===== config.mk =====
export PLATFORM = sky130hd
export DESIGN_NAME = band_peak_fingerprint_hash
export DESIGN_NICKNAME = d
export VERILOG_FILES = /design/src/sv/bpfh_pkg.sv /design/src/sv/bpfh_front.sv /design/src/sv/bpfh_queue.sv /design/src/sv/bpfh_back.sv /design/src/sv/band_peak_fingerprint_hash.sv
export SDC_FILE = /design/constraint.sdc
export NUM_CORES = 2
export LEC_CHECK = 0
export BUFFER_PORTS_ARGS = -buffer_cell sky130_fd_sc_hd__buf_2
export CORE_MARGIN = 2
export CORE_UTILIZATION = 40
export DETAILED_ROUTE_END_ITERATION = 16
export GPL_TIMING_DRIVEN = 0
export HOLD_SLACK_MARGIN = 0.1
export PLACE_DENSITY_LB_ADDON = 0.12
export SLEW_MARGIN = 20
export SYNTH_ARGS = -nofsm -noshare
export SYNTH_HDL_FRONTEND = slang
export SYNTH_HIERARCHICAL = 1
export SYNTH_SLANG_ARGS = --single-unit

===== constraint.sdc =====
create_clock -name clk -period 12.9 [get_ports clk]
set_input_delay 1.935 -clock clk [delete_from_list [all_inputs] [get_ports clk]]
set_output_delay 1.935 -clock clk [all_outputs]
set_load 0.01 [all_outputs]

===== src/sv/bpfh_pkg.sv =====
package bpfh_pkg;

  localparam int BIN_W      = 11;
  localparam int SAMPLE_W   = 24;
  localparam int MAG_SQ_W   = 2 * SAMPLE_W;
  localparam int POWER_W    = MAG_SQ_W + 1;
  localparam int NUM_BANDS  = 4;
  localparam int BAND_W     = 2;
  localparam int FRAME_W    = 32;
  localparam int HASH_W     = 38;
  localparam int WEIGHT_W   = 27;
  localparam int FRAME_BINS = 2048;
  localparam int Q_DEPTH    = 2;
  localparam int Q_PTR_W    = 1;
  localparam int Q_CNT_W    = 2;
  localparam int DIV_CNT_W  = 4;

  localparam int IN_TDATA_W  = 64;
  localparam int OUT_TDATA_W = 72;
  localparam int CFG_IDX_W   = 3;

  localparam logic [CFG_IDX_W-1:0] REG_FIRST_BIN = 3'd0;
  localparam logic [CFG_IDX_W-1:0] REG_LAST_BIN  = 3'd1;
  localparam logic [CFG_IDX_W-1:0] REG_EDGE_ZERO = 3'd2;
  localparam logic [CFG_IDX_W-1:0] REG_EDGE_ONE  = 3'd3;
  localparam logic [CFG_IDX_W-1:0] REG_EDGE_TWO  = 3'd4;
  localparam logic [CFG_IDX_W-1:0] REG_EDGE_THR  = 3'd5;
  localparam logic [CFG_IDX_W-1:0] REG_FUZZ      = 3'd6;

  localparam logic [WEIGHT_W-1:0] HASH_WEIGHT [NUM_BANDS] = '{
    27'd1, 27'd100, 27'd100000, 27'd100000000
  };

  typedef struct packed {
    logic [BIN_W-1:0] first_bin;
    logic [BIN_W-1:0] last_bin;
    logic [BIN_W-1:0] edge_zero;
    logic [BIN_W-1:0] edge_one;
    logic [BIN_W-1:0] edge_two;
    logic [BIN_W-1:0] edge_three;
    logic [BIN_W-1:0] fuzz;
  } cfg_t;

  typedef struct packed {
    logic [NUM_BANDS-1:0][BIN_W-1:0] peak;
    logic [FRAME_W-1:0]              frame;
  } frame_rec_t;

  typedef struct packed {
    logic push;
  } q_wr_ctl_t;

  typedef struct packed {
    logic empty;
  } q_rd_ctl_t;

  typedef enum logic [3:0] {
    ST_IDLE = 4'b0001,
    ST_DIV  = 4'b0010,
    ST_MUL  = 4'b0100,
    ST_DONE = 4'b1000
  } back_state_t;

endpackage


===== src/sv/bpfh_front.sv =====
module bpfh_front (
  input  logic                              clk,
  input  logic                              rst_n,
  input  bpfh_pkg::cfg_t                    cfg,
  input  logic                              in_tvalid,
  output logic                              in_tready,
  input  logic [bpfh_pkg::IN_TDATA_W-1:0]   in_tdata,
  input  logic                              in_tlast,
  input  logic                              q_full,
  output logic                              q_push,
  output bpfh_pkg::frame_rec_t              q_wdata
);
  import bpfh_pkg::*;

  logic                in_fire;
  logic [BIN_W-1:0]    idx;
  logic [SAMPLE_W-1:0] re_raw;
  logic [SAMPLE_W-1:0] im_raw;
  logic [SAMPLE_W-1:0] re_mag;
  logic [SAMPLE_W-1:0] im_mag;
  logic                hit;
  logic [BAND_W-1:0]   band;
  logic                adv;

  logic                s1_valid_r;
  logic                s1_last_r;
  logic                s1_hit_r;
  logic [BAND_W-1:0]   s1_band_r;
  logic [BIN_W-1:0]    s1_idx_r;
  logic [SAMPLE_W-1:0] s1_re_r;
  logic [SAMPLE_W-1:0] s1_im_r;

  logic                s2_valid_r;
  logic                s2_last_r;
  logic                s2_hit_r;
  logic [BAND_W-1:0]   s2_band_r;
  logic [BIN_W-1:0]    s2_idx_r;
  logic [MAG_SQ_W-1:0] s2_re2_r;
  logic [MAG_SQ_W-1:0] s2_im2_r;

  logic [NUM_BANDS-1:0][POWER_W-1:0] best_r;
  logic [NUM_BANDS-1:0][POWER_W-1:0] best_nxt;
  logic [NUM_BANDS-1:0][BIN_W-1:0]   peak_r;
  logic [NUM_BANDS-1:0][BIN_W-1:0]   peak_upd;
  logic [NUM_BANDS-1:0][BIN_W-1:0]   peak_nxt;
  logic [FRAME_W-1:0]                frame_r;
  logic [POWER_W-1:0]                power;
  logic                              better;

  assign adv       = !q_full;
  assign in_tready = adv;
  assign in_fire   = in_tvalid && in_tready;

  assign idx    = in_tdata[BIN_W-1:0];
  assign re_raw = in_tdata[BIN_W +: SAMPLE_W];
  assign im_raw = in_tdata[BIN_W+SAMPLE_W +: SAMPLE_W];

  always_comb begin
    re_mag = re_raw[SAMPLE_W-1] ? (~re_raw + 1'b1) : re_raw;
    im_mag = im_raw[SAMPLE_W-1] ? (~im_raw + 1'b1) : im_raw;
    hit    = ({1'b0, idx} < 12'(FRAME_BINS)) && (idx >= cfg.first_bin) &&
             (idx <= cfg.last_bin) && (idx <= cfg.edge_zero || idx <= cfg.edge_one ||
             idx <= cfg.edge_two || idx <= cfg.edge_three);
    if (idx <= cfg.edge_zero) begin
      band = 2'd0;
    end else if (idx <= cfg.edge_one) begin
      band = 2'd1;
    end else if (idx <= cfg.edge_two) begin
      band = 2'd2;
    end else begin
      band = 2'd3;
    end
  end

  always_ff @(posedge clk) begin
    if (!rst_n) begin
      s1_valid_r <= 1'b0;
      s2_valid_r <= 1'b0;
    end else if (adv) begin
      s1_valid_r <= in_fire;
      s2_valid_r <= s1_valid_r;
    end
  end

  always_ff @(posedge clk) begin
    if (adv) begin
      s1_last_r <= in_tlast;
      s1_hit_r  <= hit;
      s1_band_r <= band;
      s1_idx_r  <= idx;
      s1_re_r   <= re_mag;
      s1_im_r   <= im_mag;
      s2_last_r <= s1_last_r;
      s2_hit_r  <= s1_hit_r;
      s2_band_r <= s1_band_r;
      s2_idx_r  <= s1_idx_r;
      s2_re2_r  <= s1_re_r * s1_re_r;
      s2_im2_r  <= s1_im_r * s1_im_r;
    end
  end

  assign power  = {1'b0, s2_re2_r} + {1'b0, s2_im2_r};
  assign better = s2_valid_r && s2_hit_r && (power > best_r[s2_band_r]);
  assign q_push = adv && s2_valid_r && s2_last_r;

  always_comb begin
    peak_upd = peak_r;
    best_nxt = best_r;
    if (better) begin
      peak_upd[s2_band_r] = s2_idx_r;
      best_nxt[s2_band_r] = power;
    end
    peak_nxt = peak_upd;
    if (q_push) begin
      peak_nxt = '0;
      best_nxt = '0;
    end
  end

  assign q_wdata.peak  = peak_upd;
  assign q_wdata.frame = frame_r;

  always_ff @(posedge clk) begin
    if (!rst_n) begin
      best_r  <= '0;
      peak_r  <= '0;
      frame_r <= '0;
    end else if (adv) begin
      best_r <= best_nxt;
      peak_r <= peak_nxt;
      if (q_push) begin
        frame_r <= frame_r + 1'b1;
      end
    end
  end

endmodule


===== src/sv/bpfh_queue.sv =====
module bpfh_queue (
  input  logic                 clk,
  input  logic                 rst_n,
  input  bpfh_pkg::q_wr_ctl_t  wr_ctl_in,
  output logic                 full,
  input  bpfh_pkg::frame_rec_t wdata,
  input  logic                 pop,
  output bpfh_pkg::q_rd_ctl_t  rd_ctl_out,
  output bpfh_pkg::frame_rec_t rdata
);
  import bpfh_pkg::*;

  frame_rec_t         mem_r [Q_DEPTH];
  logic [Q_PTR_W-1:0] wr_ptr_r;
  logic [Q_PTR_W-1:0] rd_ptr_r;
  logic [Q_CNT_W-1:0] count_r;
  logic [Q_CNT_W-1:0] count_nxt;
  logic               do_push;
  logic               do_pop;

  assign full             = (count_r == Q_CNT_W'(Q_DEPTH));
  assign rd_ctl_out.empty = (count_r == '0);
  assign do_push          = wr_ctl_in.push && !full;
  assign do_pop           = pop && !rd_ctl_out.empty;
  assign rdata            = mem_r[rd_ptr_r];

  always_comb begin
    count_nxt = count_r;
    if (do_push && !do_pop) begin
      count_nxt = count_r + 1'b1;
    end else if (do_pop && !do_push) begin
      count_nxt = count_r - 1'b1;
    end
  end

  always_ff @(posedge clk) begin
    if (do_push) begin
      mem_r[wr_ptr_r] <= wdata;
    end
  end

  always_ff @(posedge clk) begin
    if (!rst_n) begin
      wr_ptr_r <= '0;
      rd_ptr_r <= '0;
      count_r  <= '0;
    end else begin
      count_r <= count_nxt;
      if (do_push) begin
        wr_ptr_r <= wr_ptr_r + 1'b1;
      end
      if (do_pop) begin
        rd_ptr_r <= rd_ptr_r + 1'b1;
      end
    end
  end

endmodule


===== src/sv/bpfh_back.sv =====
module bpfh_back (
  input  logic                             clk,
  input  logic                             rst_n,
  input  logic [bpfh_pkg::BIN_W-1:0]       fuzz,
  input  bpfh_pkg::q_rd_ctl_t              q_ctl,
  output logic                             q_pop,
  input  bpfh_pkg::frame_rec_t             q_rdata,
  output logic                             out_tvalid,
  input  logic                             out_tready,
  output logic [bpfh_pkg::OUT_TDATA_W-1:0] out_tdata
);
  import bpfh_pkg::*;

  back_state_t                     state_r;
  back_state_t                     state_nxt;
  logic [NUM_BANDS-1:0][BIN_W-1:0] peak_r;
  logic [NUM_BANDS-1:0][BIN_W-1:0] num_r;
  logic [NUM_BANDS-1:0][BIN_W-1:0] rem_r;
  logic [NUM_BANDS-1:0][BIN_W-1:0] rem_nxt;
  logic [NUM_BANDS-1:0][BIN_W-1:0] rounded;
  logic [BIN_W-1:0]                fuzz_r;
  logic [FRAME_W-1:0]              frame_r;
  logic [DIV_CNT_W-1:0]            cnt_r;
  logic [HASH_W-1:0]               acc_r;
  logic [HASH_W-1:0]               prod;
  logic [BIN_W:0]                  trial [NUM_BANDS];
  logic                            out_valid_r;
  logic [HASH_W-1:0]               out_hash_r;
  logic [FRAME_W-1:0]              out_frame_r;
  logic                            out_free;

  assign out_free   = !out_valid_r || out_tready;
  assign q_pop      = (state_r == ST_IDLE) && !q_ctl.empty;
  assign out_tvalid = out_valid_r;
  assign out_tdata  = {{(OUT_TDATA_W - HASH_W - FRAME_W){1'b0}}, out_frame_r, out_hash_r};

  always_comb begin
    for (int k = 0; k < NUM_BANDS; k++) begin
      trial[k] = {rem_r[k], num_r[k][BIN_W-1]};
      if (trial[k] >= {1'b0, fuzz_r}) begin
        rem_nxt[k] = BIN_W'(trial[k] - {1'b0, fuzz_r});
      end else begin
        rem_nxt[k] = trial[k][BIN_W-1:0];
      end
      rounded[k] = peak_r[k] - rem_r[k];
    end
  end

  assign prod = HASH_W'({{(HASH_W - BIN_W){1'b0}}, rounded[cnt_r[BAND_W-1:0]]} *
                        {{(HASH_W - WEIGHT_W){1'b0}}, HASH_WEIGHT[cnt_r[BAND_W-1:0]]});

  always_comb begin
    state_nxt = state_r;
    case (state_r)
      ST_IDLE: begin
        if (!q_ctl.empty) begin
          state_nxt = ST_DIV;
        end
      end
      ST_DIV: begin
        if (cnt_r == DIV_CNT_W'(BIN_W - 1)) begin
          state_nxt = ST_MUL;
        end
      end
      ST_MUL: begin
        if (cnt_r == DIV_CNT_W'(NUM_BANDS - 1)) begin
          state_nxt = ST_DONE;
        end
      end
      ST_DONE: begin
        if (out_free) begin
          state_nxt = ST_IDLE;
        end
      end
      default: begin
        state_nxt = ST_IDLE;
      end
    endcase
  end

  always_ff @(posedge clk) begin
    if (!rst_n) begin
      state_r     <= ST_IDLE;
      cnt_r       <= '0;
      out_valid_r <= 1'b0;
    end else begin
      state_r <= state_nxt;
      if (state_r != state_nxt) begin
        cnt_r <= '0;
      end else begin
        cnt_r <= cnt_r + 1'b1;
      end
      if (state_r == ST_DONE && out_free) begin
        out_valid_r <= 1'b1;
      end else if (out_tready) begin
        out_valid_r <= 1'b0;
      end
    end
  end

  always_ff @(posedge clk) begin
    case (state_r)
      ST_IDLE: begin
        peak_r  <= q_rdata.peak;
        num_r   <= q_rdata.peak;
        rem_r   <= '0;
        frame_r <= q_rdata.frame;
        fuzz_r  <= (fuzz == '0) ? BIN_W'(1) : fuzz;
        acc_r   <= '0;
      end
      ST_DIV: begin
        rem_r <= rem_nxt;
        for (int k = 0; k < NUM_BANDS; k++) begin
          num_r[k] <= {num_r[k][BIN_W-2:0], 1'b0};
        end
      end
      ST_MUL: begin
        acc_r <= acc_r + prod;
      end
      ST_DONE: begin
        if (out_free) begin
          out_hash_r  <= (acc_r == '0) ? HASH_W'(1) : acc_r;
          out_frame_r <= frame_r;
        end
      end
      default: begin
        acc_r <= acc_r;
      end
    endcase
  end

endmodule


===== src/sv/band_peak_fingerprint_hash.sv =====
// Band peak fingerprint hash. FFT bins enter on the in_ stream, one transaction per bin,
// with tlast marking the last bin of a frame. Bins inside the scanned range are sorted
// into four bands by the edge registers, and each band keeps its strongest bin.
// On the last bin of a frame the four peaks, rounded down to a multiple of the fuzz
// factor, are combined into one hash that leaves on the out_ stream with the frame
// number; the band peaks then clear for the next frame.
// The input takes one bin per cycle while the queue is not full. A three-stage front
// updates the band peaks and hands each finished frame to a two-entry queue. The back
// end takes one frame at a time from the queue through a load step, a bit-serial
// remainder of all four peaks by the fuzz factor and one multiply-accumulate per band.
// If the receiver stalls, the finished hash waits in the output register while the
// back end prepares the next one; once two frames are queued behind it, in_tready
// falls until the back end takes the next frame from the queue. Configuration writes
// take effect at once; the user must make them only while the block is idle (no check).
// Reset (rst_n low, synchronous) restores the register defaults, clears the band
// peaks, the frame counter, the queue and the output stream.
module band_peak_fingerprint_hash (
  input  logic                             clk,
  input  logic                             rst_n,
  input  logic                             cfg_we,
  input  logic [bpfh_pkg::CFG_IDX_W-1:0]   cfg_index,
  input  logic [bpfh_pkg::BIN_W-1:0]       cfg_wdata,
  input  logic                             in_tvalid,
  output logic                             in_tready,
  // bin_index [10:0], bin_real [34:11], bin_imag [58:35], zero fill above
  input  logic [bpfh_pkg::IN_TDATA_W-1:0]  in_tdata,
  input  logic                             in_tlast,
  output logic                             out_tvalid,
  input  logic                             out_tready,
  // fingerprint_hash [37:0], frame_number [69:38], zero fill above
  output logic [bpfh_pkg::OUT_TDATA_W-1:0] out_tdata
);
  import bpfh_pkg::*;

  cfg_t       cfg_r;
  q_wr_ctl_t  wr_ctl;
  q_rd_ctl_t  rd_ctl;
  frame_rec_t q_wdata;
  frame_rec_t q_rdata;
  logic       q_full;
  logic       q_push;
  logic       q_pop;

  always_ff @(posedge clk) begin
    if (!rst_n) begin
      cfg_r.first_bin  <= 11'd40;
      cfg_r.last_bin   <= 11'd298;
      cfg_r.edge_zero  <= 11'd40;
      cfg_r.edge_one   <= 11'd80;
      cfg_r.edge_two   <= 11'd120;
      cfg_r.edge_three <= 11'd180;
      cfg_r.fuzz       <= 11'd2;
    end else if (cfg_we) begin
      case (cfg_index)
        REG_FIRST_BIN: cfg_r.first_bin  <= cfg_wdata;
        REG_LAST_BIN:  cfg_r.last_bin   <= cfg_wdata;
        REG_EDGE_ZERO: cfg_r.edge_zero  <= cfg_wdata;
        REG_EDGE_ONE:  cfg_r.edge_one   <= cfg_wdata;
        REG_EDGE_TWO:  cfg_r.edge_two   <= cfg_wdata;
        REG_EDGE_THR:  cfg_r.edge_three <= cfg_wdata;
        REG_FUZZ:      cfg_r.fuzz       <= cfg_wdata;
        default: begin
          cfg_r <= cfg_r;
        end
      endcase
    end
  end

  assign wr_ctl.push = q_push;

  bpfh_front u_front (
    .clk       (clk),
    .rst_n     (rst_n),
    .cfg       (cfg_r),
    .in_tvalid (in_tvalid),
    .in_tready (in_tready),
    .in_tdata  (in_tdata),
    .in_tlast  (in_tlast),
    .q_full    (q_full),
    .q_push    (q_push),
    .q_wdata   (q_wdata)
  );

  bpfh_queue u_queue (
    .clk        (clk),
    .rst_n      (rst_n),
    .wr_ctl_in  (wr_ctl),
    .full       (q_full),
    .wdata      (q_wdata),
    .pop        (q_pop),
    .rd_ctl_out (rd_ctl),
    .rdata      (q_rdata)
  );

  bpfh_back u_back (
    .clk        (clk),
    .rst_n      (rst_n),
    .fuzz       (cfg_r.fuzz),
    .q_ctl      (rd_ctl),
    .q_pop      (q_pop),
    .q_rdata    (q_rdata),
    .out_tvalid (out_tvalid),
    .out_tready (out_tready),
    .out_tdata  (out_tdata)
  );

endmodule

-- Word-level counts from Yosys, hierarchy flattened
Memories as Yosys holds them, arrays and structs flattened. A register that Yosys moved wholly into a read port is not among the register bits.
Index checks and enable logic that the tools add are counted.
- register bits: 821
- bits in writable memories: 152
- output and inout port bits: 74
- word-level logic and storage cells: 197
- memories kept: 1
- memories (name ; words ; width ; read ports ; clocked after memory_dff ; write ports ; line ; source):
    u_queue.mem_r ; 2 ; 76 ; 1 ; 1 ; 1 ; bpfh_queue.sv:13 ; frame_rec_t mem_r [Q_DEPTH];
- $add $sub $neg: 18
- multipliers: 3
- magnitude comparators: 15
- equal/unequal tests: 14
- mux-type cells: 41
- bitwise gates (word level): 5
- reductions and logical operators: 44
- operators with widths (cell ; number):
    196-bit two-way mux ; 2
    196-bit bitwise mux ; 1
    44-bit one-hot mux with 2 select lines ; 2
    49-bit binary-select mux with 2-bit select ; 1
    49-bit demux with 2-bit select ; 1
    49-bit two-way mux ; 2
    24-bit by 24-bit multiplier with 48-bit output ; 2
    44-bit two-way mux ; 2
    11-bit subtractor ; 8
    38-bit one-hot mux with 2 select lines ; 1
    11-bit two-way mux ; 6
    11-bit <= comparator ; 5
    27-bit binary-select mux with 2-bit select ; 1
    27-bit two-way mux ; 2
    48-bit by 48-bit adder with 49-bit output ; 1
    49-bit greater-than comparator ; 1
    24-bit by 1-bit adder with 24-bit output (second input constant) ; 2
    12-bit by 11-bit >= comparator with 1-bit output ; 4
    24-bit NOT ; 2
    23-bit two-way mux ; 2
    44-bit bitwise mux ; 1
    38-bit adder ; 1
    38-bit logical NOT ; 1
    11-bit by 27-bit multiplier with 38-bit output ; 1
    other kinds (35) ; 88

-- Longest topological paths before layout
- depth after elaboration: 9
- mapped depth: 32

-- Hierarchy
Netlist, hierarchy kept.
- modules (own cells, without submodules) (module ; times used ; cells an instance ; area an instance (µm²) ; seq. area each (µm²)):
    bpfh_front ; 1 ; 5787 ; 55715.9 ; 10650.2
    bpfh_back ; 1 ; 2156 ; 22537.9 ; 8678.3
    bpfh_queue ; 1 ; 261 ; 5721.7 ; 4664.5
    band_peak_fingerprint_hash ; 1 ; 281 ; 2945.3 ; 1541.5

-- Least setup slack after synthesis
No wires, ideal clock.
- path type: reg2reg
- start point: register u_queue.count_r[0]
- end point: memory u_queue/mem_r[0][0] (netlist name) (enable)
- arrival time: 9342 ps
- required time: 12403 ps
- slack: 3060 ps
- stages on the path, launching flop included: 10
- buffers on the path: 2
- clock period less this slack: 9840 ps
- cells stage by stage: dfxtp_1 -> nand2b_1 -> inv_2 -> buf_2 -> inv_1 -> nand3_1 -> clkinv_1 -> clkbuf_1 -> inv_1 -> nor3_2
- word-level cells in the longest chain between the ends: 7
- ends and longest elaborated chain (what ; line ; source):
    start, declared ; bpfh_queue.sv:16 ; logic [Q_CNT_W-1:0] count_r;
    start signal, assigned ; bpfh_queue.sv:48 ; count_r <= count_nxt;
    2-bit == test ; bpfh_queue.sv:21 ; assign full = (count_r == Q_CNT_W'(Q_DEPTH));
    named net q_full ; band_peak_fingerprint_hash.sv:40 ; logic q_full;
    1-bit logical NOT ; bpfh_front.sv:50 ; assign adv = !q_full;
    named net in_tready ; band_peak_fingerprint_hash.sv:24 ; output logic in_tready,
    1-bit logical AND (2 in series) ; bpfh_front.sv:104 ; assign q_push = adv && s2_valid_r && s2_last_r;
    named net q_push ; band_peak_fingerprint_hash.sv:41 ; logic q_push;
    1-bit logical AND ; bpfh_queue.sv:23 ; assign do_push = wr_ctl_in.push && !full;
    1-bit two-way mux ; bpfh_queue.sv:37 ; if (do_push) begin
    1-bit two-way mux (not written as such) ; bpfh_queue.sv:38 ; mem_r[wr_ptr_r] <= wdata;
    end, declared ; bpfh_queue.sv:13 ;
The timed path passes the listed nets, and every way through them passes these cells.

-- Final worst setup path
- start point: register u_back/peak_r[33] (netlist name)
- end point: register u_back.acc_r[36] (data pin)
- word-level cells in the longest chain between the ends: 6
- ends and longest elaborated chain (what ; line ; source):
    start, declared ; bpfh_back.sv:16 ; logic [NUM_BANDS-1:0][BIN_W-1:0] peak_r;
    start signal, assigned ; bpfh_back.sv:104 ; peak_r <= q_rdata.peak;
    11-bit subtractor ; bpfh_back.sv:45 ; rounded[k] = peak_r[k] - rem_r[k];
    11-bit binary-select mux with 2-bit select ; bpfh_back.sv:49 ; assign prod = HASH_W'({{(HASH_W - BIN_W){1'b0}}, rounded[cnt_r[BAND_W-1:0]]} *
    11-bit two-way mux (not written as such) ; bpfh_back.sv:49 ;
    11-bit by 27-bit multiplier with 38-bit output ; bpfh_back.sv:49 ;
    38-bit adder ; bpfh_back.sv:118 ; acc_r <= acc_r + prod;
    38-bit one-hot mux with 2 select lines ; bpfh_back.sv:102 ; case (state_r)
    end signal, assigned ; bpfh_back.sv:118 ;
    end signal, assigned ; bpfh_back.sv:127 ; acc_r <= acc_r;
    end, declared ; bpfh_back.sv:24 ; logic [HASH_W-1:0] acc_r;
No other way between the ends. The select of a mux whose other input is x is not followed.
A chain may end at the register's enable or synchronous reset.

==> results.ini <==
[die]
dieArea_mm2 = 0.221
chipWidth_um = 470
coreArea_mm2 = 0.217
fp-row-count = 171
start_util_pct = 40.1
pin_count = 158
die_h_um = 470

[cts]
clk_latency_ns = 0.79
clockBufferDepth = 3
numCtsBuffers = 112
htree_levels = 3
cts_tree = done
clkTransAtPathRegs_ns = 0.06
cts_setup_buffers = 0
ctsRootBufferMaster = clkbuf_16
clock-sinks = 972
cts_resized = 0
cts_hold_buf = 0

[detailed_routing]
drc = 0
wl_um = 240000
routed-via-count = 60100
wl_per_cell_um = 20.5
drt_iter0_markers = 3720
viasPerCell = 5.13
drtPass1Iterations = 5
drtAntennaViolNets = 0

[sta]
layout_min_cycle_time_ns = 9.36
max_freq_mhz = 107
finalCritPeriodShare_pct = 72.6
setup_viol = 0
skew_ns = 0.0665
slew_headroom_pct = 22.3
slew_violations = 0
rsz0062_at_grt = false
hold-worst-slack_ns = 0.416
hold_viol_final = 0
fin_ws_ns = 3.54
worst_pin_slew_ns = 1.16

[synthesis]
synthTopCellsByArea = fa_1 (23%), edfxtp_1 (21%), ha_1 (11%), dfxtp_1 (8.4%), inv_1 (7.3%)
synth_warnings = 6
ys_types = 108
synth-main-ff-cell = edfxtp_1
yosysTopAreaCellShare_pct = 23.3
ys_ff_latch = 972
synth_edf_count = 607
syn_avg_cell_area_um2 = 10.2
yosysSeqAreaShare_pct = 29.4
async_flop_share_pct = 0
synth_top_area_cell = fa_1
netlist_instances = 8485
synth_area_mm2 = 0.0869

[worst_setup_path]
path_class = flip-flop to flip-flop
rr_worst_depth = 27
timing.rr.end = u_back/acc_r[36]
cp_max_fo = 7
slowest_stage = a2111oi_0
cp-startpoint = u_back/peak_r[33]
crit_required_ns = 13.41
worst_ep_arrival_time_ns = 9.87
r2r-start = u_back/peak_r[33]
cpPeakStageDelay_ns = 0.95
endpoint_kind = flip-flop
crit_path_end = u_back/acc_r[36]
path_common_cell = fa_1
r2r_slack_ns = 3.54
cp-start-kind = flip-flop

[run]
drv_cap = 0

[placed_design]
dp_hpwl_um = 192000
pre_cts_slack_ns = 3.62
globalplace.congestion = 0.920
numPortBuffers = 149

[finish]
area_growth_pct = 9.95
nets = 10600
drive_above_1_share_pct = 7.23

[min_path]
min-delay-start = u_front/s1_idx_r[5]
hp-class = flip-flop to flip-flop

[global_routing]
grt-ovfl-total = 0
antenna_found_initial = 8
grt_usage_pct = 21.9
grt_pass1_wl_um = 375000
grt_max_degree = 89
first_global_vias = 63300

[outcome]
outcome = finished, final reports clean

[placed cells by master, fill, tap and decap left out, types with 244 or more instances in the layout]
master,synthesis,layout
a21oi_1,330,330
nand2_1,745,743
nor2_1,245,244
edfxtp_1,607,607
inv_1,1679,1677
ha_1,736,736
dfxtp_1,365,365
clkbuf_1,245,266
and2_1,324,324
fa_1,1011,1011
[worst min path at each step]
stage | cells after the start | to | slack (ns)
after floorplan | 0 | u_back/out_frame_r[0] | 0.40
after global placement | 0 | u_front/s2_idx_r[4] | 0.40
after detailed placement | 0 | u_back/out_frame_r[23] | 0.40
after CTS | 0 | u_front/s2_idx_r[5] | 0.41
after global routing | 0 | u_front/s2_idx_r[3] | 0.42
final | 0 | u_front/s2_idx_r[5] | 0.42
[worst max-delay path, delay by kind of cell (launching register included)]
family	cells	cell delay (ns)
compound gates	8	3.49
xor+xnor	1	0.10
fa+ha+maj	8	3.28
buf+inv	4	0.27
flops	1	0.35
simple gates	6	1.57
[Yosys cell counts, types with 29 or more instances]
master	instances
xor2_1	96
inv_1	1679
mux2_1	50
nand4_1	63
mux4_2	51
nor2_1	245
and2_1	324
nand2b_1	43
o21bai_1	32
nand3_1	125
clkbuf_1	245
ha_1	736
a21oi_1	330
o31ai_1	32
o21ai_0	177
a22o_1	64
nand2_1	745
edfxtp_1	607
buf_2	54
fa_1	1011
a211oi_1	44
dfxtp_1	365
xnor2_1	204
and3_1	45
mux2i_1	113
nor4_1	29
nor2b_1	165
o21a_1	41
mux2_2	76
a32o_1	54
a21o_1	124
nor3_1	113
or3_1	30
a21boi_0	35
[layout make-up]
class | instances | area [um^2]
Fill cell | 20900 | 121000
Multi-Input combinational cell | 5493 | 53600
Sequential cell | 972 | 25500
Inverter | 1681 | 6320
Tap cell | 2854 | 3570
Clock buffer | 150 | 3180
Buffer | 340 | 1520
Timing Repair Buffer | 163 | 1030
Clock inverter | 61 | 776
Antenna cell | 4 | 10.0
[flip-flops by register name (all words and copies together) (netlist names), 38 cells and up, named ones only]
name / count
u_back/peak_r: 44
u_front/best_r: 196
u_queue/mem_r: 152
u_back/acc_r: 38
u_back/rem_r: 44
cfg_r: 77
u_back/num_r: 44
u_front/s2_re2_r: 47
u_front/s2_im2_r: 47
u_back/out_hash_r: 38
u_front/peak_r: 44
[per-stage QoR]
stage | util (%) | TNS, ns | cells | instance area (um^2)
3_3_place_gp | 42.1 | -347.45 | 11500 | 91200
5_1_grt | 44.1 | 0 | 11700 | 95600
6_report | 44.1 | 0 | 11700 | 95600
3_5_place_dp | 42.3 | 0 | 11500 | 91600
4_1_cts | 44.1 | 0 | 11700 | 95600
2_1_floorplan | - | 0 | 8486 | 86900
[layer usage]
metal	part of all wire [%]	up-vias	GRT usage, %
li1	-	28300	-
met2	50	1195	38.4
met5	0	-	0
met1	43	30300	28.4
met3	3.7	356	2.09
met4	3.0	0	6.58
[cells by family after synthesis]
family	share of synthesized area [%]
other	0.00431
flip-flops	29.4
adder cells (fa/ha/maj)	33.9
multiplexers	4.26
buffers and inverters	9.00
AND/OR/NAND/NOR	11.5
XOR/XNOR	3.04
AO/OA/AOI/OAI	8.92
Power is not shown: default switching activity piles up to over one toggle a cycle in this logic, so the estimate is an artifact.
